[src/rtl/lz77tsw_pkg.sv]
package lz77tsw_pkg;

    // Walker phase codes
    localparam logic [1:0] PH_FLAG  = 2'd0;
    localparam logic [1:0] PH_TOKEN = 2'd1;
    localparam logic [1:0] PH_REF2  = 2'd2;

    // Byte role codes
    localparam logic [2:0] ROLE_FLAG    = 3'd0;
    localparam logic [2:0] ROLE_LIT     = 3'd1;
    localparam logic [2:0] ROLE_REF1    = 3'd2;
    localparam logic [2:0] ROLE_REF2    = 3'd3;
    localparam logic [2:0] ROLE_IGNORED = 3'd4;

    localparam logic [3:0] TOKENS_PER_FLAG = 4'd8;
    localparam logic [4:0] MIN_MATCH       = 5'd3;

    // Walker state carried from one byte to the next
    typedef struct packed {
        logic [1:0]  phase;
        logic [7:0]  flag_bits;
        logic [3:0]  tokens_left;
        logic [23:0] bytes_left;
        logic [4:0]  pending_length;
        logic [3:0]  offset_high;
        logic        finished;
        logic        overrun_seen;
    } walk_state_t;

    // One result item
    typedef struct packed {
        logic [2:0]  byte_role;
        logic [7:0]  literal_value;
        logic        token_done;
        logic [4:0]  match_length;
        logic [11:0] match_offset;
        logic [23:0] remaining;
        logic        stream_end;
        logic        overrun;
    } walk_result_t;

    // State right after reset or a length write
    function automatic walk_state_t restart_state(input logic [23:0] total_length);
        walk_state_t st;
        st.phase          = PH_FLAG;
        st.flag_bits      = 8'd0;
        st.tokens_left    = 4'd0;
        st.bytes_left     = total_length;
        st.pending_length = 5'd0;
        st.offset_high    = 4'd0;
        st.finished       = (total_length == 24'd0);
        st.overrun_seen   = 1'b0;
        return st;
    endfunction

endpackage

[src/rtl/lz77tsw_step.sv]
module lz77tsw_step
    import lz77tsw_pkg::*;
(
    input  walk_state_t  cur_state,
    input  logic [7:0]   data_byte,
    output walk_state_t  next_state,
    output walk_result_t result
);

    logic        advance;
    logic [23:0] pend_wide;

    assign pend_wide = {19'd0, cur_state.pending_length};

    always_comb begin
        next_state           = cur_state;
        advance              = 1'b0;
        result.byte_role     = ROLE_IGNORED;
        result.literal_value = 8'd0;
        result.token_done    = 1'b0;
        result.match_length  = 5'd0;
        result.match_offset  = 12'd0;

        // Decode one byte according to the current phase
        if (!cur_state.finished) begin
            case (cur_state.phase)
                PH_TOKEN: begin
                    if (!cur_state.flag_bits[7]) begin
                        result.byte_role     = ROLE_LIT;
                        result.literal_value = data_byte;
                        result.token_done    = 1'b1;
                        if (cur_state.bytes_left != 24'd0) begin
                            next_state.bytes_left = cur_state.bytes_left - 24'd1;
                        end
                        advance = 1'b1;
                    end else begin
                        result.byte_role          = ROLE_REF1;
                        next_state.pending_length = {1'b0, data_byte[7:4]} + MIN_MATCH;
                        next_state.offset_high    = data_byte[3:0];
                        next_state.phase          = PH_REF2;
                    end
                end
                PH_REF2: begin
                    result.byte_role    = ROLE_REF2;
                    result.token_done   = 1'b1;
                    result.match_length = cur_state.pending_length;
                    result.match_offset = {cur_state.offset_high, data_byte};
                    // Saturate the count when the copy runs past the end
                    if (pend_wide > cur_state.bytes_left) begin
                        next_state.overrun_seen = 1'b1;
                        next_state.bytes_left   = 24'd0;
                    end else begin
                        next_state.bytes_left = cur_state.bytes_left - pend_wide;
                    end
                    advance = 1'b1;
                end
                default: begin
                    result.byte_role       = ROLE_FLAG;
                    next_state.flag_bits   = data_byte;
                    next_state.tokens_left = TOKENS_PER_FLAG;
                    next_state.phase       = PH_TOKEN;
                end
            endcase
        end

        // Step to the next token slot of the flag byte
        if (advance) begin
            next_state.flag_bits = {cur_state.flag_bits[6:0], 1'b0};
            if (cur_state.tokens_left != 4'd0) begin
                next_state.tokens_left = cur_state.tokens_left - 4'd1;
            end
            if (next_state.bytes_left == 24'd0) begin
                next_state.finished = 1'b1;
            end
            next_state.phase = (next_state.tokens_left == 4'd0) ? PH_FLAG : PH_TOKEN;
        end

        result.remaining  = next_state.finished ? 24'd0 : next_state.bytes_left;
        result.stream_end = next_state.finished;
        result.overrun    = next_state.overrun_seen;
    end

endmodule

[src/rtl/lz77_token_stream_walker.sv]
// LZ77 (type 0x10) token stream walker.
// Input channel (s_valid/s_ready/s_data_byte): compressed bytes following the
// stream header, one request per byte. Output channel (m_valid/m_ready/m_*):
// one result per input byte giving its role (flag, literal, reference first
// or second byte, ignored after end), the literal or match length/offset,
// the remaining decompressed count, end of stream and the sticky overrun flag.
// Configuration: cfg_wr_en/cfg_wr_data write the decompressed length; each
// write restarts the walk. Write it only while no request is in flight.
// Each accepted byte's result is registered in the output or skid register.
// Throughput is one byte per cycle while the skid entry is empty; the state
// update is a single combinational step between state registers and output.
// A two-entry output stage (output register plus skid register) lets the
// block keep taking bytes while a result waits; when the receiver stalls the
// skid entry fills and s_ready drops until the output drains.
// Reset clears both output entries and loads a zero length, so the walker
// starts finished and marks every byte ignored until a length is written.
module lz77_token_stream_walker
    import lz77tsw_pkg::*;
(
    input  logic        aclk,
    input  logic        aresetn,

    input  logic        cfg_wr_en,
    input  logic [23:0] cfg_wr_data,

    input  logic        s_valid,
    output logic        s_ready,
    input  logic [7:0]  s_data_byte,

    output logic        m_valid,
    input  logic        m_ready,
    output logic [2:0]  m_byte_role,
    output logic [7:0]  m_literal_value,
    output logic        m_token_done,
    output logic [4:0]  m_match_length,
    output logic [11:0] m_match_offset,
    output logic [23:0] m_remaining,
    output logic        m_stream_end,
    output logic        m_overrun
);

    walk_state_t  state_reg;
    walk_state_t  state_next;
    walk_result_t step_result;

    walk_result_t out_reg;
    logic         out_valid_reg;
    walk_result_t skid_reg;
    logic         skid_valid_reg;

    logic         in_fire;
    logic         out_fire;

    assign s_ready  = !skid_valid_reg;
    assign in_fire  = s_valid && s_ready;
    assign out_fire = out_valid_reg && m_ready;

    lz77tsw_step u_step (
        .cur_state  (state_reg),
        .data_byte  (s_data_byte),
        .next_state (state_next),
        .result     (step_result)
    );

    // Walker state: restart on reset or length write, step on each request
    always_ff @(posedge aclk) begin
        if (!aresetn) begin
            state_reg <= restart_state(24'd0);
        end else if (cfg_wr_en) begin
            state_reg <= restart_state(cfg_wr_data);
        end else if (in_fire) begin
            state_reg <= state_next;
        end
    end

    // Output valid flags
    always_ff @(posedge aclk) begin
        if (!aresetn) begin
            out_valid_reg  <= 1'b0;
            skid_valid_reg <= 1'b0;
        end else begin
            if (!out_valid_reg || out_fire) begin
                out_valid_reg  <= skid_valid_reg || in_fire;
                skid_valid_reg <= 1'b0;
            end else if (in_fire) begin
                skid_valid_reg <= 1'b1;
            end
        end
    end

    // Output payload: skid entry drains first to keep order
    always_ff @(posedge aclk) begin
        if (!out_valid_reg || out_fire) begin
            out_reg <= skid_valid_reg ? skid_reg : step_result;
        end
        if (in_fire && out_valid_reg && !out_fire) begin
            skid_reg <= step_result;
        end
    end

    assign m_valid         = out_valid_reg;
    assign m_byte_role     = out_reg.byte_role;
    assign m_literal_value = out_reg.literal_value;
    assign m_token_done    = out_reg.token_done;
    assign m_match_length  = out_reg.match_length;
    assign m_match_offset  = out_reg.match_offset;
    assign m_remaining     = out_reg.remaining;
    assign m_stream_end    = out_reg.stream_end;
    assign m_overrun       = out_reg.overrun;

endmodule
[config.mk]
export PLATFORM = sky130hd
export DESIGN_NAME = lz77_token_stream_walker
export DESIGN_NICKNAME = d
export VERILOG_FILES = /design/src/rtl/lz77tsw_pkg.sv /design/src/rtl/lz77tsw_step.sv /design/src/rtl/lz77_token_stream_walker.sv
export SDC_FILE = /design/constraint.sdc
export NUM_CORES = 1
export LEC_CHECK = 0
export BUFFER_PORTS_ARGS = -buffer_cell sky130_fd_sc_hd__buf_2
export CAP_MARGIN = 20
export CORE_MARGIN = 2
export CORE_UTILIZATION = 35
export CTS_CLUSTER_DIAMETER = 150
export DETAILED_ROUTE_END_ITERATION = 8
export PLACE_DENSITY_LB_ADDON = 0.1
export RECOVER_POWER = 50
export SETUP_SLACK_MARGIN = 0.15
export SYNTH_ARGS = -nofsm -noshare
export SYNTH_HDL_FRONTEND = slang
export SYNTH_SLANG_ARGS = --single-unit
[constraint.sdc]
create_clock -name aclk -period 4.94 [get_ports aclk]
set_input_delay 0.494 -clock aclk [delete_from_list [all_inputs] [get_ports aclk]]
set_output_delay 0.494 -clock aclk [all_outputs]
set_load 0.02 [all_outputs]
==> results.md <==
* Outcome: finished, violations left
* HPWL after detailed placement at 21.0 mm
* RSZ-0062 raised after global routing: false
* Total I/O pin count at 94
* Vias per std cell at 5.74
* Clock root cell: sky130_fd_sc_hd__clkbuf_16
* Count of final hold-check violations at 0
* Worst path buffer plus inverter count at 1
* Count of pins over their slew limit at 149
* Wire length of the first global-routing pass at 45.2 mm
* Largest delay contributor family on the critical path: compound AO/OA/AOI/OAI gates
* Synth top area cells: sky130_fd_sc_hd__edfxtp_1, sky130_fd_sc_hd__dfxtp_1, sky130_fd_sc_hd__mux2_2
* Critical path class: reg -> reg
* Overall routed net length at 30.1 mm
* Distinct cell type count of the synthesized netlist at 78
* Via count at 7727
* Number of enable-type register cells in the synthesized netlist at 108
* Largest net degree at the start of global routing at 57
* Critical Path Max Stage Delay at 560 ps
* Number of optimization iterations in the first detailed-route pass at 6
* Clock tree from TritonCTS: yes
* Hold_buf cts at 0
* Top_reg_cell synth: sky130_fd_sc_hd__edfxtp_1
* Share of the synthesized area in the top cell type at 36.7%
* Diodes inserted at 0
* Violations in the final reports: max-capacitance violations, max-slew violations
* # port buffers at 93
* Type of destination of the critical path: flop
* GRT Residual Overflow at 0
* Total non-filler cell area in the finished layout at 0.0101 mm2
* Worst min path class: in -> reg
* Number of rows in the core area at 58
* Proportion of register bits with asynchronous set or reset after synthesis at 0%
* Final-layout fill cell count at 2576
* Post-CTS setup buffers at 0
* CTS H-tree depth at 4
* Number of resized instances in the post-cts repair step at 0
* Post-synthesis sequential area ratio at 48.3%
* Slew at the pin closest to its max-slew limit at 3360 ps
* Total CTS buffers at 17
* Static Leakage at 3.54 nW
* Yosys Warn Count at 0
* Placed Instance Area at 0.00965 mm2
* Synthesized Nets at 979
* Via count of the first global-routing pass at 7249
* Synthesized area per cell at 9.49 um2
* Worst clock skew at 18.1 ps
* Initial core utilization at 35.4%
* Chip Width at 163 um
* Die outline height at 163 um
* Cell with the largest stage delay on the worst path: sky130_fd_sc_hd__or4_1
* Initial detailed-routing violation count at 764
* Clock tree buffer depth at 2
* Highest Clock Rate at 246 MHz
* Routed WL per cell at 22.4 um
* Worst EP required at 5200 ps
* Register bit count reported by yosys at 159
* Netlist area before placement at 0.00883 mm2
* Later-pin clock latency in the skew report at 440 ps
* Area of the die at 0.0265 mm2
* Endpoint arrival time on the critical path at 4320 ps
* Post-synthesis instance total at 930
* Final critical-path share of the clock period at 82.2%
* Max-Cap Viols at 4
* Peak VDD IR at 154 uV
* Top library cells by usage in the layout, fill and taps aside: sky130_fd_sc_hd__nor2_1, sky130_fd_sc_hd__edfxtp_1, sky130_fd_sc_hd__nand2_1
* Setup Total Neg Slack at 0 ps
* Clock Sink Count at 159
* Flip-flop count of the largest register, all copies and words added at 54
* Count of final setup violators at 0
* Headroom to the max-slew limit at -124%
* Number of nets with antenna violations after routing at 0
* Critical path startpoint category: flop
* Cells traversed along the worst timing path: ha_1 > or4_1 > or3_4 > o31ai_4 > buf_4 > nor2_2 > a311oi_2 > o21ai_1 > a2111oi_4 > nand3_2 > o31ai_1
* Weighted congestion at the end of routability-driven global placement at 0.923
* Aggregate global-route resource usage at 22.7%
* Power Density at 327 mW/mm2
* Share of layout cells above drive strength 1 at 15.4%
* Cell type contributing the most total cell area after synthesis: sky130_fd_sc_hd__edfxtp_1
* Remaining design rule violation count at 0
* Layout Nets at 1051
* Core footprint at 0.0250 mm2
* Fin crit period at 4060 ps
* Clock slew at reported path FFs at 80 ps
* Area Overhead vs Synth at 14.8%
* Initial antenna violation count at 0
* Maximum fanout count along the critical path at 10
-- layout make-up --
| type | count | area, um2 | area share [%] |
|---|---|---|---|
| multi-input combinational | 675 | 4180 | 41.3 |
| tap | 330 | 413 | 4.08 |
| clock buffer | 19 | 464 | 4.58 |
| inverter | 26 | 97.6 | 0.963 |
| sequential | 159 | 4260 | 42.1 |
| clock inverter | 13 | 114 | 1.12 |
| timing repair buffer | 123 | 598 | 5.90 |
-- per-stage QoR --
stage	hold WS (ps)	total power [mW]	setup WS (ps)	util [%]	std cells
floorplan	406	1.83	214	-	930
finish	312	3.31	881	40.6	1345
global route	315	3.43	661	40.6	1345
CTS	301	3.34	917	41.0	1344
detailed placement	443	2.00	968	38.6	1312
global placement	442	2.01	944	38.6	1312
-- tightest hold or removal path: stages --
cell	delay [ps]
sky130_fd_sc_hd__buf_2	110
sky130_fd_sc_hd__nand2_1	60
sky130_fd_sc_hd__a21oi_1	50
-- synth_stat cells (11+ instances only) --
cell type and instances:
sky130_fd_sc_hd__ha_1 11, sky130_fd_sc_hd__clkbuf_1 59, sky130_fd_sc_hd__nand4_1 11, sky130_fd_sc_hd__and2_1 20, sky130_fd_sc_hd__dfxtp_1 51, sky130_fd_sc_hd__a21oi_1 70, sky130_fd_sc_hd__and3_1 13, sky130_fd_sc_hd__nand3_1 13
sky130_fd_sc_hd__o21ai_0 52, sky130_fd_sc_hd__nor2_1 108, sky130_fd_sc_hd__nor4_1 17, sky130_fd_sc_hd__edfxtp_1 108, sky130_fd_sc_hd__o31ai_1 24, sky130_fd_sc_hd__nand2_1 76, sky130_fd_sc_hd__a211oi_1 21, sky130_fd_sc_hd__inv_1 23
sky130_fd_sc_hd__mux2_2 38, sky130_fd_sc_hd__nor3_1 43
-- final timing paths --
path / from / endpoint / slack (ps) / depth (start not counted)
max: state_reg[15] / m_stream_end / 880 / 11
min: cfg_wr_data[9] / state_reg[20] / 310 / 3
max reg2reg: state_reg[15] / m_stream_end / 880 / 11
min reg2reg: state_reg[4] / state_reg[4] / 450 / 2
-- per-layer routing --
layer / global-route usage, % / share of wire (%) / wire length, um / vias up
li1: - / - / - / 3620
met1: 31.0 / 45 / 13400 / 3704
met2: 35.9 / 46 / 13700 / 348
met3: 4.51 / 6.8 / 2040 / 55
met4: 7.92 / 3.0 / 907 / 0
met5: 0 / 0 / 0 / -
-- power by group --
group / total (mW) / internal (mW) / switching (mW)
Sequential: 1.52 / 1.47 / 0.0485
Combinational: 0.452 / 0.133 / 0.320
Clock: 1.33 / 0.707 / 0.627
Total: 3.31 / 2.31 / 0.995
-- kinds of logic after synthesis --
logic type                 Yosys count  share of synthesized area [%]
AOI/OAI and AO/OA                  260                           19.7
xor gates and xnor gates             8                          0.794
adders and majority gates           12                           1.79
buffers and inverters               96                           4.34
DFF                                159                           48.3
muxes                               43                           5.42
and+or+nand+nor                    352                           19.7
No activity file was read; power rests on OpenSTA's default activity.
